### config.mk
export PLATFORM = sky130hd
export DESIGN_NAME = epes_ctrl
export DESIGN_NICKNAME = d
export VERILOG_FILES = /design/src/rtl/epes_pkg.sv /design/src/rtl/epes_ctrl.sv
export SDC_FILE = /design/constraint.sdc
export NUM_CORES = 1
export LEC_CHECK = 0
export BUFFER_PORTS_ARGS = -buffer_cell sky130_fd_sc_hd__buf_2
export CORE_AREA = 2 2 39 41
export DETAILED_ROUTE_END_ITERATION = 7
export DIE_AREA = 0 0 41 43
export MAX_ROUTING_LAYER = met4
export PLACE_DENSITY = 0.68
export SLEW_MARGIN = 0
export SYNTH_ARGS = -nofsm -noshare
export SYNTH_HDL_FRONTEND = slang
export SYNTH_SLANG_ARGS = --single-unit
### constraint.sdc
create_clock -name clock -period 2.6 [get_ports clock]
set_input_delay 0 -clock clock [delete_from_list [all_inputs] [get_ports clock]]
set_output_delay 0 -clock clock [all_outputs]
set_load 0.03 [all_outputs]
### src/rtl/epes_pkg.sv
`timescale 1ns / 1ps
// ----------------------------------------------------------------------------
// epes_pkg
// Shared widths, codes, genotype dosage decode and the controller/datapath
// command and status words of the epistasis pair effect scan.
// ----------------------------------------------------------------------------
package epes_pkg;

   localparam int unsigned DefaultMaxMarkers = 65536;

   localparam int unsigned SnpWidth    = 16;
   localparam int unsigned FreqWidth   = 17;
   localparam int unsigned WeightWidth = 32;
   localparam int unsigned ThrWidth    = 48;
   localparam int unsigned EffectWidth = 64;

   // interaction modes; the unused code runs as additive by additive
   localparam logic [1:0] MODE_AA = 2'd0;
   localparam logic [1:0] MODE_DD = 2'd1;
   localparam logic [1:0] MODE_AD = 2'd2;

   // register indexes
   localparam logic [1:0] CSR_MODE      = 2'd0;
   localparam logic [1:0] CSR_THRESHOLD = 2'd1;
   localparam logic [1:0] CSR_USE_PAIR  = 2'd2;

   localparam logic [16:0] OneQ16 = 17'd65536;

   localparam logic [1:0] GENO_ZERO  = 2'd0;
   localparam logic [1:0] GENO_THIRD = 2'd1;
   localparam logic [1:0] GENO_ONE   = 2'd2;
   localparam logic [1:0] GENO_TWO   = 2'd3;

   // Q16 dosage for a two-bit genotype code
   function automatic logic [17:0] dosage(input logic [1:0] code);
      logic [17:0] d;
      unique case (code)
         GENO_ZERO:  d = 18'd0;
         GENO_THIRD: d = 18'd21845;
         GENO_ONE:   d = 18'd65536;
         GENO_TWO:   d = 18'd131072;
         default:    d = 18'd0;
      endcase
      return d;
   endfunction

   typedef struct packed {
      logic load;
      logic het;
      logic prod;
      logic wgt;
      logic acc;
      logic cmp;
      logic emit_fwd;
      logic emit_rev;
      logic clear;
   } cmd_type;

   typedef struct packed {
      logic last;
      logic pass_fwd;
      logic pass_rev;
      logic out_free;
   } status_type;

endpackage

### src/rtl/epes_ctrl.sv
`timescale 1ns / 1ps
// ----------------------------------------------------------------------------
// epes_ctrl
// Sequencer: steps one word through the datapath stages, then on the last
// individual compares the sums and emits the passing effects.
// ----------------------------------------------------------------------------
module epes_ctrl (
   input  logic                clock,
   input  logic                reset,
   input  logic                req_valid,
   output logic                req_stall,
   input  epes_pkg::status_type status,
   output epes_pkg::cmd_type    cmd
);

   typedef enum logic [7:0] {
      ST_IDLE  = 8'b0000_0001,
      ST_HET   = 8'b0000_0010,
      ST_PROD  = 8'b0000_0100,
      ST_WGT   = 8'b0000_1000,
      ST_ACC   = 8'b0001_0000,
      ST_CMP   = 8'b0010_0000,
      ST_EMITF = 8'b0100_0000,
      ST_EMITR = 8'b1000_0000
   } state_type;

   state_type state_ff, state_in;

   always_ff @(posedge clock) begin
      if (reset) begin
         state_ff <= ST_IDLE;
      end else begin
         state_ff <= state_in;
      end
   end

   assign req_stall = (state_ff != ST_IDLE);

   always_comb begin
      state_in = state_ff;
      cmd      = '0;
      unique case (state_ff)
         ST_IDLE: begin
            if (req_valid) begin
               cmd.load = 1'b1;
               state_in = ST_HET;
            end
         end
         ST_HET: begin
            cmd.het  = 1'b1;
            state_in = ST_PROD;
         end
         ST_PROD: begin
            cmd.prod = 1'b1;
            state_in = ST_WGT;
         end
         ST_WGT: begin
            cmd.wgt  = 1'b1;
            state_in = ST_ACC;
         end
         ST_ACC: begin
            cmd.acc  = 1'b1;
            state_in = status.last ? ST_CMP : ST_IDLE;
         end
         ST_CMP: begin
            cmd.cmp  = 1'b1;
            state_in = ST_EMITF;
         end
         ST_EMITF: begin
            if (!status.pass_fwd || status.out_free) begin
               cmd.emit_fwd = status.pass_fwd;
               if (status.pass_rev) begin
                  state_in = ST_EMITR;
               end else begin
                  cmd.clear = 1'b1;
                  state_in  = ST_IDLE;
               end
            end
         end
         ST_EMITR: begin
            if (status.out_free) begin
               cmd.emit_rev = 1'b1;
               cmd.clear    = 1'b1;
               state_in     = ST_IDLE;
            end
         end
         default: begin
            state_in = ST_IDLE;
         end
      endcase
   end

endmodule

After elaboration in Yosys (flattened, before gate mapping)
Index checks and enable logic that the tools add are counted.

$add $sub $neg: 0. $mul: 0. Div/mod/pow operators: 0. Magnitude comparators: 0. Equal/unequal tests: 12. Shifts and indexed selects: 0. Multiplexer cells: 20. Bitwise operators: 0. Reduce and logical (&&, ||, !) cells: 3.

Operators with widths (count): $pmux W8 S8 (1); $mux W8 (4); $mux W1 (12); $eq A8 B1 Y1 const B (1); $eq A8 B2 Y1 const B (1); $eq A8 B3 Y1 const B (1); $eq A8 B4 Y1 const B (1); $eq A8 B5 Y1 const B (1); $eq A8 B6 Y1 const B (1); $eq A8 B7 Y1 const B (1); $eq A8 B8 Y1 const B (1); $ne A8 B1 Y1 const B (1); $mux W6 (1); $ne A2 B2 Y1 const B (3); $reduce_and A3 Y1 (1); $mux W2 (1); $pmux W1 S2 (1); $logic_not A1 Y1 (1); $logic_or A1 B1 Y1 (1).

Bits in registers: 8. Bits in latches: 0. Bits in writable memories: 0. Bits in read-only memories: 0. Input port bits: 7. Output and inout bits: 10. Memories: 0.

Depth between registers and ports, before layout
Gate-level depths: netlist (run 1).

Depth in word-level cells: 4. Gate-level depth with buffers: 6.

Worst setup path after synthesis (run 1)
OpenSTA, ideal clock, no wires.

Path type: register -> output. Start: reg state_ff[4]. End: out cmd[0] (netlist bit). Arrival time: 2.276 ns. Setup slack: 0.324 ns. Cell stages (with the launch flop): 5. Path through: dfxtp_1 -> nor4_1 -> nand2_1 -> nor3b_1 -> a2bb2oi_1.

RTL lines: from (decl) (RTL line epes_ctrl.sv:27) `state_type state_ff, state_in;`; from (signal assigned) (RTL line epes_ctrl.sv:33) `state_ff <= state_in;`; to (decl) (RTL line epes_ctrl.sv:13) `output epes_pkg::cmd_type cmd`.

==> results of run 1 <==
-- layout by cell type (no fill, tap or decap), drive strengths merged --
cell and instances:
xor2 1, nand2b 3, buf 16, and3 3
a31oi 2, a211oi 2, nor3 4, dfxtp 8
inv 3, a22oi 1, dlygate4sd3 1, o31ai 1
nor4b 2, nand3 1, nand2 1, or4 2
nor2 8, clkbuf 3, o21ai 1, nor4 3
and3b 4, a2bb2oi 1, nor2b 3, nor3b 3
a21oi 4
-- worst reg2reg max path: cells and delay by family, from the launching register on --
family        cells  cell delay [ns]
simple gates      4             1.21
flops             1             0.34
-- repair_timing --
item                      in CTS  in global routing
buffers inserted               0                  0
hold endpoints to repair       3                  0
hold buffers                   1                  0
-- power by group through the flow --
stage                     sequential (uW)  combinational (uW)  clock, uW
after detailed placement              132                54.1          0
final                                 129                55.2       93.6
after global routing                  130                61.3        104
after CTS                             129                55.4       99.0
after floorplan                       131                37.8          0
after global placement                132                53.1          0
-- per-layer routing --
| metal | track usage | wire [um] | vias up |
|---|---|---|---|
| met2 | 0.2094 | 536 | 18 |
| li1 | - | - | 273 |
| met5 | - | 0 | - |
| met4 | 0.04000 | 12 | 0 |
| met1 | 0.1883 | 547 | 254 |
| met3 | 0.07853 | 69 | 2 |
-- stage by stage --
step | setup WS (ns) | area (um^2) | std cells | utilization
2_1_floorplan | 0.3245 | 515.5 | 62 | -
3_3_place_gp | 1.012 | 611.8 | 93 | 0.4421
3_5_place_dp | 0.9584 | 611.8 | 93 | 0.4421
4_1_cts | 0.7064 | 644.4 | 97 | 0.4656
5_1_grt | 0.5298 | 644.4 | 97 | 0.4656
6_report | 0.7375 | 644.4 | 97 | 0.4656
-- layout make-up --
| type | instances | area [um^2] | share of cell area |
|---|---|---|---|
| Tap cell | 16 | 20.02 | 0.03107 |
| Sequential cell | 8 | 160.2 | 0.2485 |
| Inverter | 3 | 11.26 | 0.01748 |
| Clock buffer | 3 | 22.52 | 0.03495 |
| Timing Repair Buffer | 17 | 90.09 | 0.1398 |
| Multi-Input combinational cell | 50 | 340.3 | 0.5282 |
-- worst min-delay path by stage --
stage | startpoint | end | slack, ns | cells after the start
6_report | status[3] | state_ff[5] | 0.02 | 2
5_1_grt | status[3] | state_ff[5] | 0.02 | 2
4_1_cts | status[3] | state_ff[5] | 0.01 | 2
3_5_place_dp | reset | state_ff[6] | 0.26 | 2
3_3_place_gp | reset | state_ff[6] | 0.24 | 2
2_1_floorplan | reset | state_ff[6] | 0.07 | 1
-- cell families (layout without fill, tap and decap cells) --
logic type                count (synthesis)  in the layout  synth area share
DFF                                       8              8            0.3107
buffers and inverters                     4             23           0.02912
xor gates and xnor gates                  1              1           0.01699
AOI/OAI and AO/OA                        12             12            0.1481
and+or+nand+nor                          37             37            0.4951
-- cell usage after synthesis --
cell | instances | area share
nor3_1 | 4 | 0.039
or4_1 | 1 | 0.015
a22oi_1 | 1 | 0.015
inv_1 | 3 | 0.022
clkbuf_1 | 1 | 0.0073
nand2b_1 | 3 | 0.036
o21ai_0 | 1 | 0.0097
nor2_1 | 8 | 0.058
xor2_1 | 1 | 0.017
and3_1 | 3 | 0.036
nor4b_2 | 1 | 0.029
nor4_2 | 1 | 0.024
a31oi_1 | 2 | 0.024
nor4_1 | 1 | 0.012
nor4_4 | 1 | 0.041
a2bb2oi_1 | 1 | 0.017
o31ai_1 | 1 | 0.015
nand2_1 | 1 | 0.0073
nor3b_1 | 3 | 0.044
or4_4 | 1 | 0.022
nor4b_1 | 1 | 0.017
a211oi_1 | 2 | 0.029
and3b_1 | 4 | 0.068
dfxtp_1 | 8 | 0.31
a21oi_1 | 4 | 0.039
nand3_1 | 1 | 0.0097
nor2b_1 | 3 | 0.036
==> metrics, run 1 <==
max FFs per register 8; Mapped Nets 69; global-route wire length before repair 1.745 mm; drt drc 0; Seq/Total Area, Yosys 0.3107; CTS tree yes; Sw Ratio 0.2862; hpwl dp 937 um; number of port buffers 16; final setup vio count 0; setup TNS 0 ns; total power 278.3 uW; I/O pins 17; Nets 90; status finished clean; Peak supply drop 283.6 uV; Clock Power Share 0.336; CP delay by family, top simple AND/OR/NAND/NOR gates; antenna violations before repair 0; Comb pwr share 0.198; routability cong. 0.7933; min cycle time layout 1.862 ns; clock-pin slew on the worst setup and hold paths 0.05 ns; skew final 0.0003605 ns; reg2reg setup slack 0.95 ns; CP max stage delay 0.39 ns; CP cell instances nor4_1 -> nand2_1 -> nor3b_1 -> a2bb2oi_1 -> buf_2; synthesized cell area 515.5 um^2; Critical Path Sink cmd[0]; leak pwr 0.0003083 uW; starting density of the core 0.3725; Area Overhead vs Synth 25.00%; Die Height 43 um; htree depth 1; #FFs+latches synth 8; reg2reg end state_ff[4]; f_max 0.5369 GHz; critical setup path kind reg2out; largest net degree at the start of global routing 11; Antenna Diode Count 0; layout cells sized above 1 0.2840; first drt pass iteration count 4; vias in the first global route 420; worst path required time 2.60 ns; std cell rows 14; headroom to the max-slew limit 0.7452; Final Hold Vio Count 0; clock buffer depth 2; DIE WIDTH 41 um; Setup crit start state_ff[4]; CP max FO 6; RSZ-0062 raised after global routing no; Core ar. 1384 um^2; smallest hold slack 0.01566 ns; DRT Wirelength 1.166 mm; global-route usage over all layers 0.1507; root buffer cell clkbuf_4; CTS Buf Count 3; PD cells 431.9 nW/um^2; Largest Register state_ff; vias per cell 5.639; Cells after Synth 62; critical path arrival 1.86 ns; Final period util 0.7163; Crit path depth 5; Internal Power 198.7 uW; worst min path class in2reg; max cap viols 0; DIE AREA 1763 um^2; grt total ovfl 0; post-DR wirelength/cell 12.02 um; CP bufs+invs 1; Top Registers state_ff (8); crit start category flip-flop; switching power 79.65 uW; crit path capture type output port; Cell variety after synth 27; syn avg cell area 8.314 um^2; # resized after CTS 0; Reg power frac 0.465; number of clock sinks 8; reg-to-reg startpoint state_ff[4]; via count 547; Yosys warnings 0; Reg2Reg Depth 4; Pins Over Slew Limit 0; post-route ant nets 0; Clock Latency Late Sink 0.25 ns; Worst Tran Pin Value 0.3769 ns; 1st-iter DRT viols 5; slowest stage cell, crit path nor4_1; fill cell count 152
No activity file was read; power rests on OpenSTA's default activity.
==> inputs of run 2 (changes only) <==
Settings changed: PLACE_DENSITY 0.68 to 0.7.
Clock period 2.6 ns to 1.55 ns, I/O delays scaled along.
==> metrics, run 2 (synthesis gave the netlist of run 1 again) <==
status finished with violations; failing checks negative setup slack; worst path required time 1.55 ns; Final Hold Vio Count 0; global-route usage over all layers 0.2095; hpwl dp 966.5 um; CTS Buf Count 3; 1st-iter DRT viols 5; Largest Register state_ff; post-route ant nets 0; Most Crowded Layer GR met2; clock buffer depth 2; leak pwr 0.0004169 uW; Final period util 1.136; grt total ovfl 0; largest net degree at the start of global routing 11; Clock Power Share 0.301; worst min path class in2reg; min cycle time layout 1.761 ns; vias per cell 5.345; headroom to the max-slew limit 0.7345; first drt pass iteration count 4; total power 548.2 uW; Clock Latency Late Sink 0.26 ns; number of port buffers 16; PD cells 609.4 nW/um^2; vias in the first global route 535; CP cell instances or4_4 -> nor4_4 -> inv_2 -> nor2_4 -> buf_6; RSZ-0062 raised after global routing yes; critical setup path kind reg2out; post-DR wirelength/cell 12.87 um; crit start category flip-flop; skew final 0.005866 ns; crit path capture type output port; root buffer cell clkbuf_4; CP max stage delay 0.54 ns; CP max FO 5; switching power 170.0 uW; Peak supply drop 520.4 uV; Reg power frac 0.389; commonest cells after routing, fill and taps aside buf_4 (18), buf_2 (8), nor2_1 (6); DRT Wirelength 1.454 mm; Top Registers state_ff (8); CTS tree yes; Final WS setup -0.2106 ns; Area Overhead vs Synth 74.51%; met3 usage 0.05236; drt drc 0; max FFs per register 8; Pins Over Slew Limit 0; antenna violations before repair 0; htree depth 1; DIE WIDTH 41 um; final setup vio count 12; starting density of the core 0.3725; Internal Power 378.2 uW; layout cells sized above 1 0.5567; Die Height 43 um; clock-pin slew on the worst setup and hold paths 0.06 ns; via count 604; number of clock sinks 8; Comb pwr share 0.310; setup TNS -1.461 ns; global-route wire length before repair 2.373 mm; Sw Ratio 0.3102; Antenna Diode Count 0; slowest stage cell, crit path or4_4; I/O pins 17; Nets 106; DIE AREA 1763 um^2; dpl cells 101; f_max 0.5680 GHz; critical path arrival 1.76 ns; Core ar. 1384 um^2; grt met2 use 0.2938; Post-Layout Cell Count 113; std cell rows 14; met1 GRT Util 0.2630; Worst Tran Pin Value 0.3928 ns; routability cong. 0.7448; max cap viols 0; fill cell count 115; commonest non-fill, non-tap cell in the layout buf_4
run 2: cell types whose count changed in the layout (fill, tap and decap cells not counted), moves of 3 or more:
cell / delta
nor3b_1: -3
buf_6: +5
dfxtp_1: -4
buf_2: -8
buf_4: +18
run 2: power by group through the flow:
stage                     logic, uW  clock network [uW]  registers, uW
after floorplan                70.2                   0            220
final                           170                 165            213
after global routing            181                 182            214
after global placement          111                   0            221
after detailed placement        112                   0            221
after CTS                       157                 171            213
run 2: worst max-delay path, delay by kind of cell (launching register included):
family        cells  cell delay (ns)
simple gates      3             0.89
buf+inv           2             0.24
flops             1             0.37
run 2: repair_timing:
action                                  CTS  global route
buffers inserted                          4             3
hold endpoints to repair                  2             0
hold buffers                              2             0
endpoints found under the setup margin   12            15
resized for setup                        25             6
pin swaps                                 4             4
run 2: worst paths after layout:
check / endpoint / depth (start not counted) / startpoint / slack [ns]
min: state_ff[7] / 3 / status[1] / 0.09
max reg2reg: state_ff[1] / 6 / state_ff[2] / -0.15
max: cmd[8] / 5 / state_ff[2] / -0.21
min reg2reg: state_ff[3] / 2 / state_ff[3] / 0.66
run 2: cell type report:
type / instances / area (um^2) / area share
well taps: 16 / 20.02 / 0.02225
inverters: 3 / 11.26 / 0.01252
clock buffers: 3 / 22.52 / 0.02503
repair buffers: 33 / 251.5 / 0.2796
multi-input cells: 50 / 424.2 / 0.4715
flip-flops and latches: 8 / 170.2 / 0.1892
run 2: routing by layer:
| layer | routed length (um) | part of all wire | vias to the layer above |
|---|---|---|---|
| met5 | 0 | 0 | - |
| met4 | 40 | 0.028 | 0 |
| met3 | 56 | 0.039 | 4 |
| met2 | 718 | 0.49 | 15 |
| met1 | 639 | 0.44 | 283 |
| li1 | - | - | 302 |
run 2: metrics by stage:
stage	utilization	setup slack [ns]	hold WS [ns]	area (um^2)
3_5_place_dp	0.4991	-0.08979	0.2489	690.7
3_3_place_gp	0.4991	-0.06581	0.2451	690.7
2_1_floorplan	-	-0.3111	0.07238	534.3
5_1_grt	0.6501	-0.2730	0.1274	899.6
6_report	0.6501	-0.2106	0.08815	899.6
4_1_cts	0.6166	-0.1986	0.08306	853.3
==> inputs of run 3 (changes only) <==
Settings changed: CORE_AREA 2 2 39 41 to not set, CORE_UTILIZATION set to 35, DIE_AREA 0 0 41 43 to not set, PLACE_DENSITY 0.7 to 0.65.
==> metrics, run 3 (synthesis gave the netlist of run 1 again) <==
Critical Path Sink cmd[8]; CP bufs+invs 2; CP delay by family, top simple AND/OR/NAND/NOR gates; Die Height 40.38 um; max cap viols 0; skew final 0.006729 ns; htree depth 1; Setup crit start state_ff[5]; vias per cell 5.559; final setup vio count 9; Top Registers state_ff (8); leak pwr 0.0004168 uW; Final Hold Vio Count 0; Area Overhead vs Synth 75.24%; PD cells 577.1 nW/um^2; std cell rows 13; Clock Latency Late Sink 0.25 ns; Reg2Reg Depth 5; number of port buffers 16; Final WS setup -0.1278 ns; drt drc 0; global-route usage over all layers 0.2512; Post-Layout Inst Area 903.4 um^2; I/O pins 17; via count 617; Peak supply drop 450.4 uV; crit start category flip-flop; layout cells sized above 1 0.5833; slowest stage cell, crit path or4_4; Placed Area 719.4 um^2; max FFs per register 8; worst min path class in2reg; worst path required time 1.55 ns; Largest Register state_ff; failing checks negative setup slack; reg2reg setup slack -0.07 ns; hpwl dp 1.132 mm; RSZ-0062 raised after global routing yes; Antenna Diode Count 0; dpl cells 104; CTS tree yes; 1st-iter DRT viols 12; commonest cells after routing, fill and taps aside buf_4 (17), buf_2 (8), buf_6 (6); Pins Over Slew Limit 0; DRT Wirelength 1.692 mm; global-route wire length before repair 2.511 mm; headroom to the max-slew limit 0.7771; clock-pin slew on the worst setup and hold paths 0.05 ns; largest net degree at the start of global routing 7; reg-to-reg startpoint state_ff[5]; antenna violations before repair 0; first drt pass iteration count 4; final core utilization 0.6773; post-route ant nets 0; clock buffer depth 2; CP cell instances or4_4 -> nor4_4 -> inv_2 -> nor2_4 -> buf_6; Post-Layout Cell Count 111; reg2reg end state_ff[0]; Nets 105; critical path arrival 1.68 ns; post-DR wirelength/cell 15.24 um; crit path capture type output port; Final period util 1.082; critical setup path kind reg2out; number of clock sinks 8; f_max 0.5960 GHz; DIE WIDTH 40.38 um; grt total ovfl 0; root buffer cell clkbuf_4; min cycle time layout 1.678 ns; commonest non-fill, non-tap cell in the layout buf_4; vias in the first global route 559; Crit path depth 5; status finished with violations; CTS Buf Count 3; fill cell count 100; CP max stage delay 0.57 ns; Worst Tran Pin Value 0.3335 ns; starting density of the core 0.3865; Core ar. 1334 um^2; CP max FO 5; DIE AREA 1630 um^2; routability cong. 0.7590; pre-CTS setup slack -0.09351 ns
-- run 3: changes by cell type in the layout (fill, tap and decap cells not counted), sizes merged --
cell / change
dlygate4sd3: -1
-- run 3: per-layer routing --
layer	GRT usage	vias up	share of wire
met5	-	-	0
met4	0.1833	0	0.024
met3	0.01667	4	0.028
met2	0.3849	20	0.52
met1	0.3052	289	0.43
li1	-	304	-
-- run 3: final cells by class --
cell class	instances	area [um^2]	area share
Tap cell	15	18.77	0.02078
Inverter	3	11.26	0.01247
Clock buffer	3	22.52	0.02493
Timing Repair Buffer	32	245.2	0.2715
Sequential cell	8	172.7	0.1911
Multi-Input combinational cell	50	432.9	0.4792
-- run 3: power breakdown --
part / internal [uW] / total (uW) / switching (uW) / leakage, uW
Combinational: 65.1 / 148 / 82.5 / 0.000335
Clock: 88.7 / 161 / 72.3 / 0.0000138
Sequential: 207 / 213 / 6.07 / 0.0000679
Total: 360 / 521 / 161 / 0.000417
-- run 3: timing repair --
action / 4_1_cts / 5_1_grt
hold endpoints to repair: 2 / 0
setup buffers: 2 / 1
hold buffers: 1 / 0
pin swaps: 8 / 0
resized for setup: 21 / 16
setup endpoints to repair: 12 / 14
gates cloned: 0 / 0
-- run 3: how the worst min path moves through the flow --
| stage | startpoint | endpoint | slack [ns] | cells past startpoint |
|---|---|---|---|---|
| 5_1_grt | status[3] | state_ff[5] | 0.02 | 2 |
| 4_1_cts | status[3] | state_ff[5] | 0.009 | 2 |
| 2_1_floorplan | reset | state_ff[6] | 0.07 | 1 |
| 3_3_place_gp | reset | state_ff[1] | 0.25 | 2 |
| 3_5_place_dp | reset | state_ff[6] | 0.25 | 2 |
| 6_report | status[3] | state_ff[5] | 0.02 | 2 |
-- run 3: worst register-to-register path, delay by kind of cell, from the launching register on --
kind | cells | cell delay (ns)
flops | 1 | 0.36
compound gates | 3 | 0.35
simple gates | 2 | 0.78
-- run 3: metrics by stage --
| step | power (uW) | TNS (ns) | hold WS [ns] |
|---|---|---|---|
| after floorplan | 290.1 | -1.079 | 0.07238 |
| after global placement | 332.9 | -0.2705 | 0.2459 |
| after detailed placement | 336.2 | -0.4067 | 0.2519 |
| after CTS | 517.4 | -0.8550 | 0.009384 |
| after global routing | 542.1 | -1.412 | 0.01936 |
| final | 521.4 | -0.7090 | 0.01559 |
